==> src/rtl/wavelength_budget_allocator_unit_assert.svh <==
// Assertion macros for the wavelength budget allocator.
`ifndef WAVELENGTH_BUDGET_ALLOCATOR_UNIT_ASSERT_SVH
`define WAVELENGTH_BUDGET_ALLOCATOR_UNIT_ASSERT_SVH

// Checked out of reset only.
`define WBA_ASSERT(name, clk, rst_n, prop, msg) \
  name: assert property (@(posedge clk) disable iff (!rst_n) prop) \
    else $error(msg);

// Checked at every edge, reset included.
`define WBA_ASSERT_ALWAYS(name, clk, prop, msg) \
  name: assert property (@(posedge clk) prop) else $error(msg);

`endif

==> src/rtl/wba_pkg.sv <==
package wba_pkg;

  localparam int MODE_W = 2;
  localparam int MOD_W  = 2;
  localparam int LOC_W  = 4;
  localparam int CNT_W  = 4;

  localparam logic [MODE_W-1:0] MODE_RESTART = 2'd0;
  localparam logic [MODE_W-1:0] MODE_ASSIGN  = 2'd1;
  localparam logic [MODE_W-1:0] MODE_READ    = 2'd2;

  localparam logic [CNT_W-1:0] LAMBDA_RESET = 4'd10;
  localparam logic [CNT_W-1:0] CNT_MAX      = 4'd15;

  // Per-item control sent from the top to the state holders.
  typedef struct packed {
    logic commit;   // item leaves stage 1 this cycle, state updates
    logic restart;  // item is a restart
  } cmd_t;

  // Budget lookup result for the item in stage 1.
  typedef struct packed {
    logic             granted;
    logic             fiber_exhausted;
    logic [CNT_W-1:0] fiber_remaining;
  } stat_t;

endpackage

==> src/rtl/wba_chan_if.sv <==
interface wba_req_if;
  logic                       valid;
  logic                       ready;
  logic [wba_pkg::MODE_W-1:0] mode;
  logic [wba_pkg::MOD_W-1:0]  in_module;
  logic [wba_pkg::MOD_W-1:0]  out_module;
  logic [wba_pkg::LOC_W-1:0]  location;

  modport source (output valid, output mode, output in_module, output out_module,
                  output location, input ready);
  modport sink   (input valid, input mode, input in_module, input out_module,
                  input location, output ready);
endinterface

interface wba_rsp_if;
  logic                      valid;
  logic                      ready;
  logic                      granted;
  logic                      fiber_exhausted;
  logic [wba_pkg::CNT_W-1:0] pair_count;
  logic [wba_pkg::CNT_W-1:0] fiber_remaining;

  modport source (output valid, output granted, output fiber_exhausted,
                  output pair_count, output fiber_remaining, input ready);
  modport sink   (input valid, input granted, input fiber_exhausted,
                  input pair_count, input fiber_remaining, output ready);
endinterface

==> src/rtl/wba_pair_store.sv <==
module wba_pair_store #(
  parameter int PORTS_PER_MODULE = 4,
  parameter int MODULE_COUNT     = 4
) (
  input  logic                       clk_i,
  input  logic                       rst_ni,
  input  logic                       rd_en_i,
  input  logic [$clog2(PORTS_PER_MODULE*MODULE_COUNT)-1:0] rd_addr_i,
  input  wba_pkg::cmd_t              cmd_i,
  input  logic                       grant_i,
  input  logic [$clog2(PORTS_PER_MODULE*MODULE_COUNT)-1:0] src_i,
  input  logic [$clog2(PORTS_PER_MODULE*MODULE_COUNT)-1:0] dst_i,
  output logic [wba_pkg::CNT_W-1:0]  count_o
);

  localparam int SW_N = PORTS_PER_MODULE * MODULE_COUNT;
  localparam int CW   = wba_pkg::CNT_W;

  typedef logic [SW_N-1:0][CW-1:0] row_t;

  // One row per source switch, one count per destination switch.
  row_t pair_mem_q [SW_N];
  row_t rd_row_q;
  row_t byp_row_q;
  logic byp_q, byp_d;
  logic [SW_N-1:0] valid_q, valid_d;

  row_t           row_cur;
  row_t           wr_row;
  logic [CW-1:0]  cur;
  logic           inc;
  logic           wr_en;

  assign wr_en = cmd_i.commit && grant_i;

  always_comb begin
    if (!valid_q[src_i]) begin
      row_cur = '0;
    end else if (byp_q) begin
      row_cur = byp_row_q;
    end else begin
      row_cur = rd_row_q;
    end
    cur     = row_cur[dst_i];
    inc     = grant_i && (cur != wba_pkg::CNT_MAX);
    count_o = cur + CW'(inc);
    wr_row  = row_cur;
    wr_row[dst_i] = count_o;
  end

  // Write in the same edge as a read of the same row: forward the new row.
  assign byp_d = wr_en && (src_i == rd_addr_i);

  always_comb begin
    valid_d = valid_q;
    if (cmd_i.commit && cmd_i.restart) begin
      valid_d = '0;
    end else if (wr_en) begin
      valid_d[src_i] = 1'b1;
    end
  end

  always_ff @(posedge clk_i or negedge rst_ni) begin
    if (!rst_ni) begin
      valid_q <= '0;
      byp_q   <= 1'b0;
    end else begin
      valid_q <= valid_d;
      if (rd_en_i) begin
        byp_q <= byp_d;
      end
    end
  end

  always_ff @(posedge clk_i) begin
    if (wr_en) begin
      pair_mem_q[src_i] <= wr_row;
    end
  end

  always_ff @(posedge clk_i) begin
    if (rd_en_i) begin
      rd_row_q  <= pair_mem_q[rd_addr_i];
      byp_row_q <= wr_row;
    end
  end

endmodule

==> src/rtl/wba_budget.sv <==
module wba_budget #(
  parameter int PORTS_PER_MODULE = 4,
  parameter int MODULE_COUNT     = 4
) (
  input  logic                                clk_i,
  input  logic                                rst_ni,
  input  logic [wba_pkg::CNT_W-1:0]           lam_i,
  input  wba_pkg::cmd_t                       cmd_i,
  input  logic                                attempt_i,
  input  logic                                mod_ok_i,
  input  logic                                pair_ok_i,
  input  logic [$clog2(MODULE_COUNT)-1:0]     im_i,
  input  logic [$clog2(MODULE_COUNT)-1:0]     om_i,
  input  logic [$clog2(PORTS_PER_MODULE)-1:0] sp_i,
  input  logic [$clog2(PORTS_PER_MODULE)-1:0] dp_i,
  output wba_pkg::stat_t                      stat_o
);

  localparam int CW = wba_pkg::CNT_W;
  localparam int PW = $clog2(PORTS_PER_MODULE);

  // Rows by module: transmit by input module, receive by output module,
  // fiber by input module with one counter per output module.
  logic [PORTS_PER_MODULE-1:0][CW-1:0] tx_q [MODULE_COUNT];
  logic [PORTS_PER_MODULE-1:0][CW-1:0] tx_d [MODULE_COUNT];
  logic [PORTS_PER_MODULE-1:0][CW-1:0] rx_q [MODULE_COUNT];
  logic [PORTS_PER_MODULE-1:0][CW-1:0] rx_d [MODULE_COUNT];
  logic [MODULE_COUNT-1:0][CW-1:0]     fib_q [MODULE_COUNT];
  logic [MODULE_COUNT-1:0][CW-1:0]     fib_d [MODULE_COUNT];

  logic [PORTS_PER_MODULE-1:0][CW-1:0] tx_row, rx_row;
  logic [MODULE_COUNT-1:0][CW-1:0]     fib_row;
  logic [CW-1:0] tx_cur, rx_cur, fib_cur, remaining;
  logic          grant, tx_any, rx_any;

  always_comb begin
    tx_row  = tx_q[im_i];
    rx_row  = rx_q[om_i];
    fib_row = fib_q[im_i];
    tx_cur  = tx_row[sp_i];
    rx_cur  = rx_row[dp_i];
    fib_cur = fib_row[om_i];
    grant   = attempt_i && mod_ok_i && pair_ok_i &&
              (tx_cur != '0) && (rx_cur != '0) && (fib_cur != '0);
  end

  // Group still has budget after this item's decrement.
  always_comb begin
    tx_any = 1'b0;
    rx_any = 1'b0;
    for (int p = 0; p < PORTS_PER_MODULE; p++) begin
      if (grant && (PW'(p) == sp_i)) begin
        tx_any = tx_any | (tx_row[p] != CW'(1));
      end else begin
        tx_any = tx_any | (tx_row[p] != '0);
      end
      if (grant && (PW'(p) == dp_i)) begin
        rx_any = rx_any | (rx_row[p] != CW'(1));
      end else begin
        rx_any = rx_any | (rx_row[p] != '0);
      end
    end
  end

  always_comb begin
    if (cmd_i.restart) begin
      remaining              = lam_i;
      stat_o.fiber_exhausted = (lam_i == '0);
    end else begin
      remaining              = fib_cur - CW'(grant);
      stat_o.fiber_exhausted = (remaining == '0) || !tx_any || !rx_any;
    end
    stat_o.granted         = grant;
    stat_o.fiber_remaining = remaining;
  end

  always_comb begin
    tx_d  = tx_q;
    rx_d  = rx_q;
    fib_d = fib_q;
    if (cmd_i.commit && cmd_i.restart) begin
      for (int m = 0; m < MODULE_COUNT; m++) begin
        for (int p = 0; p < PORTS_PER_MODULE; p++) begin
          tx_d[m][p] = lam_i;
          rx_d[m][p] = lam_i;
        end
        for (int o = 0; o < MODULE_COUNT; o++) begin
          fib_d[m][o] = lam_i;
        end
      end
    end else if (cmd_i.commit && grant) begin
      tx_d[im_i][sp_i]  = tx_cur - CW'(1);
      rx_d[om_i][dp_i]  = rx_cur - CW'(1);
      fib_d[im_i][om_i] = fib_cur - CW'(1);
    end
  end

  always_ff @(posedge clk_i or negedge rst_ni) begin
    if (!rst_ni) begin
      for (int m = 0; m < MODULE_COUNT; m++) begin
        for (int p = 0; p < PORTS_PER_MODULE; p++) begin
          tx_q[m][p] <= wba_pkg::LAMBDA_RESET;
          rx_q[m][p] <= wba_pkg::LAMBDA_RESET;
        end
        for (int o = 0; o < MODULE_COUNT; o++) begin
          fib_q[m][o] <= wba_pkg::LAMBDA_RESET;
        end
      end
    end else begin
      tx_q  <= tx_d;
      rx_q  <= rx_d;
      fib_q <= fib_d;
    end
  end

endmodule

==> src/rtl/wavelength_budget_allocator_unit.sv <==
// Channel   Dir  Handshake     Payload
// req_i     in   valid/ready   mode, in_module, out_module, location
// rsp_o     out  valid/ready   granted, fiber_exhausted, pair_count, fiber_remaining
// cfg       in   cfg_we_i      cfg_wdata_i = lambdas_per_fiber
//
// One item per cycle sustained while rsp_o.ready holds; path: stage 1 register, then result register.
// Stage 1 holds the decoded request and the pair-count row read from the RAM at
// acceptance; budget lookup, grant and update all settle before the result register.
// Reset: budgets load to 10 and pair counts read as zero at once (row valid bits).
// A result not taken holds the result register, then stage 1, then drops req_i.ready.
`include "wavelength_budget_allocator_unit_assert.svh"

module wavelength_budget_allocator_unit #(
  parameter int PORTS_PER_MODULE = 4,
  parameter int MODULE_COUNT     = 4
) (
  input  logic                      clk_i,
  input  logic                      rst_ni,
  input  logic                      cfg_we_i,
  input  logic [wba_pkg::CNT_W-1:0] cfg_wdata_i,
  wba_req_if.sink                   req_i,
  wba_rsp_if.source                 rsp_o
);

  localparam int SW_N = PORTS_PER_MODULE * MODULE_COUNT;
  localparam int AW   = $clog2(SW_N);
  localparam int MW   = $clog2(MODULE_COUNT);
  localparam int PW   = $clog2(PORTS_PER_MODULE);
  localparam int CW   = wba_pkg::CNT_W;
  localparam int LW   = wba_pkg::LOC_W;

  // location / PORTS_PER_MODULE by compares against constant multiples.
  function automatic logic [LW-1:0] port_quot(input logic [LW-1:0] loc);
    logic [LW-1:0] q;
    q = '0;
    for (int k = 1; k < (1 << LW); k++) begin
      if (int'(loc) >= k * PORTS_PER_MODULE) begin
        q = q + LW'(1);
      end
    end
    return q;
  endfunction

  // Configuration
  logic [CW-1:0] lam_q;

  always_ff @(posedge clk_i or negedge rst_ni) begin
    if (!rst_ni) begin
      lam_q <= wba_pkg::LAMBDA_RESET;
    end else if (cfg_we_i) begin
      lam_q <= cfg_wdata_i;
    end
  end

  // Handshake and flow
  logic accept, adv, req_ready;
  logic s1_valid_q, s1_valid_d;
  logic out_valid_q, out_valid_d;

  assign adv         = s1_valid_q && (!out_valid_q || rsp_o.ready);
  assign req_ready   = !s1_valid_q || adv;
  assign accept      = req_i.valid && req_ready;
  assign req_i.ready = req_ready;

  always_comb begin
    s1_valid_d  = accept ? 1'b1 : (adv ? 1'b0 : s1_valid_q);
    out_valid_d = adv ? 1'b1 : (rsp_o.ready ? 1'b0 : out_valid_q);
  end

  // Input decode: split location, range-check module and port indexes.
  logic [LW-1:0] quot, rem;
  logic          mod_ok_in, pair_ok_in;
  logic [MW-1:0] im_in, om_in;
  logic [PW-1:0] sp_in, dp_in;
  logic [AW-1:0] src_in, dst_in;

  always_comb begin
    quot       = port_quot(req_i.location);
    rem        = LW'(int'(req_i.location) - int'(quot) * PORTS_PER_MODULE);
    pair_ok_in = int'(quot) < PORTS_PER_MODULE;
    mod_ok_in  = (int'(req_i.in_module) < MODULE_COUNT) &&
                 (int'(req_i.out_module) < MODULE_COUNT);
    im_in      = mod_ok_in ? MW'(req_i.in_module) : '0;
    om_in      = mod_ok_in ? MW'(req_i.out_module) : '0;
    sp_in      = pair_ok_in ? PW'(quot) : '0;
    dp_in      = PW'(rem);
    src_in     = AW'(int'(im_in) * PORTS_PER_MODULE + int'(sp_in));
    dst_in     = AW'(int'(om_in) * PORTS_PER_MODULE + int'(dp_in));
  end

  // Stage 1 register
  logic [wba_pkg::MODE_W-1:0] s1_mode_q;
  logic                       s1_mod_ok_q, s1_pair_ok_q;
  logic [MW-1:0]              s1_im_q, s1_om_q;
  logic [PW-1:0]              s1_sp_q, s1_dp_q;
  logic [AW-1:0]              s1_src_q, s1_dst_q;

  always_ff @(posedge clk_i) begin
    if (accept) begin
      s1_mode_q    <= req_i.mode;
      s1_mod_ok_q  <= mod_ok_in;
      s1_pair_ok_q <= pair_ok_in;
      s1_im_q      <= im_in;
      s1_om_q      <= om_in;
      s1_sp_q      <= sp_in;
      s1_dp_q      <= dp_in;
      s1_src_q     <= src_in;
      s1_dst_q     <= dst_in;
    end
  end

  // Stage 1 work
  wba_pkg::cmd_t  cmd;
  wba_pkg::stat_t stat;
  logic           attempt;
  logic [CW-1:0]  pair_cnt;

  assign cmd.commit  = adv;
  assign cmd.restart = (s1_mode_q == wba_pkg::MODE_RESTART);
  assign attempt     = (s1_mode_q == wba_pkg::MODE_ASSIGN);

  wba_budget #(
    .PORTS_PER_MODULE (PORTS_PER_MODULE),
    .MODULE_COUNT     (MODULE_COUNT)
  ) u_budget (
    .clk_i     (clk_i),
    .rst_ni    (rst_ni),
    .lam_i     (lam_q),
    .cmd_i     (cmd),
    .attempt_i (attempt),
    .mod_ok_i  (s1_mod_ok_q),
    .pair_ok_i (s1_pair_ok_q),
    .im_i      (s1_im_q),
    .om_i      (s1_om_q),
    .sp_i      (s1_sp_q),
    .dp_i      (s1_dp_q),
    .stat_o    (stat)
  );

  wba_pair_store #(
    .PORTS_PER_MODULE (PORTS_PER_MODULE),
    .MODULE_COUNT     (MODULE_COUNT)
  ) u_pair_store (
    .clk_i     (clk_i),
    .rst_ni    (rst_ni),
    .rd_en_i   (accept),
    .rd_addr_i (src_in),
    .cmd_i     (cmd),
    .grant_i   (stat.granted),
    .src_i     (s1_src_q),
    .dst_i     (s1_dst_q),
    .count_o   (pair_cnt)
  );

  // Result: no fiber addressed overrides everything; restart and a bad
  // port pair report a zero count.
  logic          rsp_granted_d, rsp_exh_d;
  logic [CW-1:0] rsp_count_d, rsp_rem_d;
  logic          rsp_granted_q, rsp_exh_q;
  logic [CW-1:0] rsp_count_q, rsp_rem_q;

  always_comb begin
    if (!s1_mod_ok_q) begin
      rsp_granted_d = 1'b0;
      rsp_exh_d     = 1'b1;
      rsp_count_d   = '0;
      rsp_rem_d     = '0;
    end else begin
      rsp_granted_d = stat.granted;
      rsp_exh_d     = stat.fiber_exhausted;
      rsp_count_d   = (!s1_pair_ok_q || cmd.restart) ? '0 : pair_cnt;
      rsp_rem_d     = stat.fiber_remaining;
    end
  end

  always_ff @(posedge clk_i) begin
    if (adv) begin
      rsp_granted_q <= rsp_granted_d;
      rsp_exh_q     <= rsp_exh_d;
      rsp_count_q   <= rsp_count_d;
      rsp_rem_q     <= rsp_rem_d;
    end
  end

  always_ff @(posedge clk_i or negedge rst_ni) begin
    if (!rst_ni) begin
      s1_valid_q  <= 1'b0;
      out_valid_q <= 1'b0;
    end else begin
      s1_valid_q  <= s1_valid_d;
      out_valid_q <= out_valid_d;
    end
  end

  assign rsp_o.valid           = out_valid_q;
  assign rsp_o.granted         = rsp_granted_q;
  assign rsp_o.fiber_exhausted = rsp_exh_q;
  assign rsp_o.pair_count      = rsp_count_q;
  assign rsp_o.fiber_remaining = rsp_rem_q;

  // Assertions
  `WBA_ASSERT(a_ready_low_only_when_full, clk_i, rst_ni, !req_ready |-> (s1_valid_q && out_valid_q && !rsp_o.ready), "req ready low while pipeline can move")
  `WBA_ASSERT(a_grant_only_on_assign, clk_i, rst_ni, (adv && (s1_mode_q != wba_pkg::MODE_ASSIGN)) |=> !rsp_granted_q, "grant on a non-assign item")
  `WBA_ASSERT(a_no_fiber_result, clk_i, rst_ni, (adv && !s1_mod_ok_q) |=> (rsp_exh_q && !rsp_granted_q && (rsp_rem_q == '0) && (rsp_count_q == '0)), "bad result for unaddressed fiber")
  `WBA_ASSERT_ALWAYS(a_reset_empty, clk_i, !rst_ni |-> (!s1_valid_q && !out_valid_q), "pipeline not empty in reset")

endmodule

==> src/flat_wrapper.sv <==
// flat-port wrapper written by rule: the top's interface ports become plain ports
module wavelength_budget_allocator_unit_flat 
#(
  parameter int PORTS_PER_MODULE = 4,
  parameter int MODULE_COUNT     = 4
)
  (clk_i, rst_ni, cfg_we_i, cfg_wdata_i, req_i_valid, req_i_mode, req_i_in_module, req_i_out_module, req_i_location, req_i_ready, rsp_o_valid, rsp_o_granted, rsp_o_fiber_exhausted, rsp_o_pair_count, rsp_o_fiber_remaining, rsp_o_ready);
  wba_req_if req_i_i ();
  wba_rsp_if rsp_o_i ();
  input  logic clk_i;
  input  logic rst_ni;
  input  logic cfg_we_i;
  input  logic [wba_pkg::CNT_W-1:0] cfg_wdata_i;
  input wire logic [$bits(req_i_i.valid)-1:0] req_i_valid;
  input wire logic [$bits(req_i_i.mode)-1:0] req_i_mode;
  input wire logic [$bits(req_i_i.in_module)-1:0] req_i_in_module;
  input wire logic [$bits(req_i_i.out_module)-1:0] req_i_out_module;
  input wire logic [$bits(req_i_i.location)-1:0] req_i_location;
  output wire logic [$bits(req_i_i.ready)-1:0] req_i_ready;
  output wire logic [$bits(rsp_o_i.valid)-1:0] rsp_o_valid;
  output wire logic [$bits(rsp_o_i.granted)-1:0] rsp_o_granted;
  output wire logic [$bits(rsp_o_i.fiber_exhausted)-1:0] rsp_o_fiber_exhausted;
  output wire logic [$bits(rsp_o_i.pair_count)-1:0] rsp_o_pair_count;
  output wire logic [$bits(rsp_o_i.fiber_remaining)-1:0] rsp_o_fiber_remaining;
  input wire logic [$bits(rsp_o_i.ready)-1:0] rsp_o_ready;
  assign req_i_i.valid = req_i_valid;
  assign req_i_i.mode = req_i_mode;
  assign req_i_i.in_module = req_i_in_module;
  assign req_i_i.out_module = req_i_out_module;
  assign req_i_i.location = req_i_location;
  assign req_i_ready = req_i_i.ready;
  assign rsp_o_valid = rsp_o_i.valid;
  assign rsp_o_granted = rsp_o_i.granted;
  assign rsp_o_fiber_exhausted = rsp_o_i.fiber_exhausted;
  assign rsp_o_pair_count = rsp_o_i.pair_count;
  assign rsp_o_fiber_remaining = rsp_o_i.fiber_remaining;
  assign rsp_o_i.ready = rsp_o_ready;
  wavelength_budget_allocator_unit #(.PORTS_PER_MODULE(PORTS_PER_MODULE), .MODULE_COUNT(MODULE_COUNT)) u_core (.clk_i(clk_i), .rst_ni(rst_ni), .cfg_we_i(cfg_we_i), .cfg_wdata_i(cfg_wdata_i), .req_i(req_i_i), .rsp_o(rsp_o_i));
endmodule
==> config.mk <==
export PLATFORM = sky130hd
export DESIGN_NAME = wavelength_budget_allocator_unit_flat
export DESIGN_NICKNAME = d
export VERILOG_FILES = /design/src/rtl/wba_pkg.sv /design/src/rtl/wba_chan_if.sv /design/src/rtl/wba_pair_store.sv /design/src/rtl/wba_budget.sv /design/src/rtl/wavelength_budget_allocator_unit.sv /design/src/flat_wrapper.sv
export VERILOG_INCLUDE_DIRS = /design/src /design/src/rtl
export SDC_FILE = /design/constraint.sdc
export NUM_CORES = 1
export LEC_CHECK = 0
export CAP_MARGIN = 5
export CORE_AREA = 10 10 413 415
export CTS_BUF_LIST = sky130_fd_sc_hd__clkbuf_4
export CTS_CLUSTER_SIZE = 28
export DETAILED_ROUTE_END_ITERATION = 7
export DIE_AREA = 0 0 423 425
export DONT_BUFFER_PORTS = 1
export SYNTH_ARGS = -nofsm -noshare
export SYNTH_HDL_FRONTEND = slang
export SYNTH_SLANG_ARGS = --single-unit
==> constraint.sdc <==
create_clock -name clk_i -period 15.64 [get_ports clk_i]
set_input_delay 3.128 -clock clk_i [delete_from_list [all_inputs] [get_ports clk_i]]
set_output_delay 3.128 -clock clk_i [all_outputs]
set_load 0.005 [all_outputs]
# Word level (Yosys, flattened, before mapping)
# Memories as Yosys holds them, arrays and structs flattened. A register that Yosys moved wholly into a read port is not among the register bits.
# Index checks and enable logic that the tools add are counted.
# W data, S select, Z words.
# classes
add_sub_neg,10
magnitude_cmp,18
eq_ne,17
muxes,69
bitwise_logic,15
reduce_logical,54
# op_table
op,count
$mux W64,8
$bwmux W64,4
$mux W16,11
$bmux W16 S2,3
$demux W16 S2,3
$mux W4,11
$reduce_bool A4 Y1,11
$ne A4 B1 Y1 const B,8
$logic_and A1 B1 Y1,25
$bmux W4 S2,3
$demux W4 S2,3
$mux W1,18
$bmux W4 S4,1
$demux W4 S4,1
$or A16 B16 Y16,1
$or A1 B1 Y1,12
$sub A4 B1 Y4 const B,3
$lt A4 B5 Y1 const B,2
$lt A2 B3 Y1 const B,3
$add A4 B2 Y4,2
$eq A2 B2 Y1 const A,4
$ge A4 B1 Y1 const B,2
$ge A4 B4 Y1 const B,2
$logic_not A4 Y1,2
other kinds (22),40
# word_totals
ff_bits,308
mem_bits_rw,1024
in_bits,19
output_inout_bits,12
elab_cells,265
n_memories,1
# memory_table
memory,depth,width,rd,rd_ports_with_merged_regs,write_ports,line_no,rtl
u_core.u_pair_store.pair_mem_q,16,64,1,1,1,wba_pair_store.sv:22,row_t pair_mem_q [SW_N];

# Logic depth before layout (Yosys ltp)
# logic_depth
ltp_word,22
depth_mapped,20
ltp_nobuf,16

# By module
# From an unflattened synthesis, not the netlist that was laid out.
# hier_totals
cells_unflattened,2979
hier_area_um2,57497.6
# modules_own_cells
module,instances,cells_each,area_per_inst_um2,seq_area_each_um2
wba_pair_store,1,2029,46135.5,35018.6
wba_budget,1,903,10441.3,4924.7
wavelength_budget_allocator_unit,1,47,920.9,783.3

# Least setup slack after synthesis
# Ideal clock, no wire load.
# synth_timing
path_kind,input -> register
startpoint,input port rsp_o_ready
endpoint,register u_core.u_budget.tx_q[54] (netlist name)
setup_time_ps,90
arrival_ps,8913
setup_slack_ps,6636
stages,6
path_buffers,0
path_cell_list,nand2b_1 -> nand2_1 -> inv_1 -> nand3_2 -> nor3_1 -> a221o_1
# synth_between
elab_chain_cells,4
elab_cells_between_ends,6
cone_classes,mux: 1; reduce/logical: 5
# synth_lines
element,line_no,rtl
start: declaration,flat_wrapper.sv:25,input wire logic [$bits(rsp_o_i.ready)-1:0] rsp_o_ready;
$logic_or A1 B1 Y1 (*),wavelength_budget_allocator_unit.sv:60,assign adv = s1_valid_q && (!out_valid_q || rsp_o.ready);
$logic_and A1 B1 Y1 (*),wavelength_budget_allocator_unit.sv:60,
"$logic_and A1 B1 Y1, on equally long branches","wba_budget.sv:81, wba_budget.sv:91",
$mux W64 / $reduce_bool A2 Y1 (equally long branches),-,
end signal: indexed assignment,wba_budget.sv:102,tx_q[m][p] <= wba_pkg::LAMBDA_RESET;
end signal: assignment,wba_budget.sv:110,tx_q <= tx_d;
end: declaration,wba_budget.sv:24,logic [PORTS_PER_MODULE-1:0][CW-1:0] tx_q [MODULE_COUNT];
# Every way passes the cells marked *; elsewhere a longest branch is shown, timed or not.
# A chain may end at the register's enable or synchronous reset.

# Worst setup path after layout
# layout_timing
startpoint,input port rsp_o_ready
endpoint,output port req_i_ready
# layout_between
elab_chain_cells,3
# layout_lines
element,line_no,rtl
$logic_or A1 B1 Y1,wavelength_budget_allocator_unit.sv:60,
$logic_and A1 B1 Y1,wavelength_budget_allocator_unit.sv:60,
$logic_or A1 B1 Y1,wavelength_budget_allocator_unit.sv:61,assign req_ready = !s1_valid_q || adv;
end: declaration,flat_wrapper.sv:19,output wire logic [$bits(req_i_i.ready)-1:0] req_i_ready;
# Every way passes these cells.

==> impl_results.md <==
- Status: complete, no violations
- Share of total power in combinational logic: 9.7%
- M2 GR Usage: 24.2%
- Worst skew pair latency: 1.29 ns
- Worst-margin pin slew: 1.26 ns
- Seq cells post-synth: about 1.4k
- Final setup fails: 0
- FP Rows: 148
- Pwr/cell area: roughly 130 nW/um^2
- Sw Share: approximately 24%
- XOR/XNOR share of the synthesized area: less than 1%
- Setup crit end kind: output port
- H-tree depth: 5
- Unrepaired setup endpoints after global routing: false
- DR WL/cell: 25.8 um
- Simple-gate share of the synthesized area: 2.92%
- Nets@finish: 3,091
- Max Clock Freq: 155 MHz
- Final setup margin: 9.17 ns
- GPL Wtd Cong: 0.822
- Synth Flop Type: edfxtp_1
- Post-Place Setup Slack: 8.83 ns
- Top Family by Delay on Critical Path: simple AND/OR/NAND/NOR gates
- Crit path arrival time: 3.34 ns
- Setup TNS: 0 ns
- CTS tree: done
- Worst path buffer plus inverter count: 0
- Buffers added on ports: 0
- Req. time, crit path: 12.51 ns
- Final min period: ~6.5 ns
- DRT antenna net count: 0
- Gr busiest metal: met2
- Period Utilization, post-route: 41.3%
- Layout area overhead: 12.7%
- RR Startpoint: u_core.s1_dst_q[2]
- Syn_nets: 2,813
- Post-DP HPWL: 75,700 um
- Synth Cell Area: 56,500 sq um
- Die width: 423 um
- Final Hold Viols: 0
- R2R depth: 15
- Post-synthesis instance total: between 2k and 3k
- Post-synth EDFFs: approximately 1.2k
- DR DRC count: 0
- Proportion of layout cells with a drive suffix above 1: 38.4%
- Synth top area share: 62.3%
- Io pins: 31
- Critical Path Fanout Max: 3
- Clk buf depth: 4
- Routing usage on met1: 21.3%
- Worst setup SP type: input pin
- Grt met3 use: 4.13%
- Post-synth cell types: 85
- Area leader, netlist: edfxtp_1
- TritonCTS Buffers: between 300 and 400
- Max cap viols: 0
- Internal: 0.00620 W
- Wire length of the first global-routing pass: between 200,000 and 250,000 um
- Initial antenna violation count: 5
- Overall power: 0.00818 W
- Most frequent cells in the layout: edfxtp_1 (1,173), clkbuf_4 (523), mux4_2 (383)
- Hold Worst Slack: around 0.47 ns
- 1st-iter DRT viols: just over 3k
- Static Leakage: 21.6 nW
- Synth top area cells: edfxtp_1 (62%), mux4_2 (15%), dfrtp_1 (5.2%)
- Hold Buf Count CTS: 0
- Yosys warns: 0
- Gr ovfl total: 0
- Hold Path Cell Cnt: 1
- Root Buffer: clkbuf_4
- Maximum VDD drop: just over 0.07 mV
- Commonest non-fill, non-tap cell in the layout: edfxtp_1
- Final setup skew: 0.142 ns
- HP Start: u_core.u_pair_store.valid_q[8]
- Levels on crit path: 1
- Die H: 425 um
- Core area: 162,000 sq um
- Sequential-to-total area share from yosys stat: 72.1%
- Critical path class: in2out
- Adder-cell share of the synthesized area: less than 1%
- CP max stage delay: roughly 0.21 ns
- Largest net degree at the start of global routing: 259
- Seq pwr share: 53.3%
- Starting Density: 34.9%
- Avg Inst Size Synth: 20.3 sq um
- Max-slew violations: 0
- Gr usage total: between 10% and 20%
- Post-DR vias/cell: 5.51
- Placed Instances: 4,867
- Largest family of logic cells by synthesized area: multiplexers
- Compound-Gate Fraction of Synth Area: 6.13%
- Slowest-stage cell, CP: nand3b_1
- DR vias: 30.3k
- Routed Wire Length: 142,000 um
- FFs w/ async S/R, synth: 15.5%
- Switch Pwr: 0.00199 W
- Clk slew on worst S/H paths: 0.06 ns
- Power share of the clock group: between 30% and 40%
- Filler Cells Inserted: between 10k and 15k
- Vias in the first global route: 31.8k
- Clk sinks: 1,388
- CP Launch Point: rsp_o_ready
- Finished Layout Cells: 5,495
- Die Area: 180,000 sq um
- Hold Crit Class: reg2reg
- Crit-path cells: nand3b_1
- Number of gates resized after cts: 0
- Post-CTS setup repair buffer count: 0
- Worst slew margin: roughly 15%
- Multiplexer area fraction after synthesis: about 17%
- Drt first pass iters: 5
## path summary, 6_finish.rpt
check                                                          to  slack (ns)
setup / recovery                                      req_i_ready        9.17
hold / removal                     u_core.u_pair_store.valid_q[8]        0.47
setup reg to reg           u_core.u_pair_store.pair_mem_q[11][34]        9.44
hold reg to reg                    u_core.u_pair_store.valid_q[8]        0.47
max in group asynchronous                u_core.u_budget.tx_q[21]       13.55
min in group asynchronous               u_core.u_budget.fib_q[48]        1.56
## sequential cells by signal, indices dropped and copies added, names as in the netlist, 16 cells and up
| signal | count |
|---|---|
| u_core.u_budget.tx_q | 64 |
| u_core.u_pair_store.pair_mem_q | 1024 |
| u_core.u_pair_store.rd_row_q | 64 |
| u_core.u_budget.fib_q | 64 |
| u_core.u_pair_store.byp_row_q | 64 |
| u_core.u_pair_store.valid_q | 16 |
| u_core.u_budget.rx_q | 64 |
## stage by stage
stage	utilization (%)	area [sq um]
6_report	39.3	63700
5_1_grt	39.3	63700
4_1_cts	39.3	63700
3_5_place_dp	36.6	59300
3_3_place_gp	36.6	59300
2_1_floorplan	-	56500
## power by group through the flow
| stage | sequential (W) | combinational, W | clock (W) |
|---|---|---|---|
| 6_report | 0.00436 | 0.000793 | 0.00303 |
| 3_3_place_gp | 0.00443 | 0.000773 | 0 |
| 5_1_grt | 0.00437 | 0.000841 | 0.00333 |
| 3_5_place_dp | 0.00443 | 0.000784 | 0 |
| 4_1_cts | 0.00435 | 0.000785 | 0.00313 |
| 2_1_floorplan | 0.00439 | 0.000607 | 0 |
## cells by family (layout without fill, tap and decap cells)
kind of cell	Yosys count	after routing
fa+ha+maj	7	7
xor+xnor	13	13
flops	1388	1388
buf+inv	206	735
simple gates	309	309
other cells	1	5
compound gates	400	400
mux	463	463
## per-layer routing
metal | vias to the layer above | part of all wire (%)
li1 | 12653 | -
met1 | 16000 | 42
met5 | - | 0.0049
met2 | 1375 | 48
met3 | 237 | 7.9
met4 | 2 | 2.4
## cell type report
cell class	count	area (sq um)	share of cell area, %
sequential	1388	40700	63.9
inverter	17	68.8	0.108
multi-input combinational	1193	15000	23.6
clock buffer	523	3930	6.16
antenna	4	10.0	0.0157
clock inverter	99	488	0.766
timing repair buffer	96	721	1.13
tap	2175	2720	4.27
## synth_stat cells (all sizes together), types with 3 or more instances
cell,instances
nor3,22
a221o,183
xnor2,9
or4,3
inv,15
nor2b,7
dfrtp,117
nand4bb,4
nand3,40
clkbuf,103
nand4,6
o31ai,35
and3,11
dfstp,98
mux4,383
o211ai,18
a21oi,52
or4b,4
mux2,36
a211o,3
nor3b,3
a22oi,14
and2,9
or3,4
nand2,68
nand4b,4
a21o,16
a31oi,14
nor2,86
mux2i,44
o22ai,12
buf,86
edfxtp,1173
o21ai,41
and4,3
nor4,14
ha,7
or2,5
nand2b,10
xor2,4
Power figures use the tool's default switching activity.
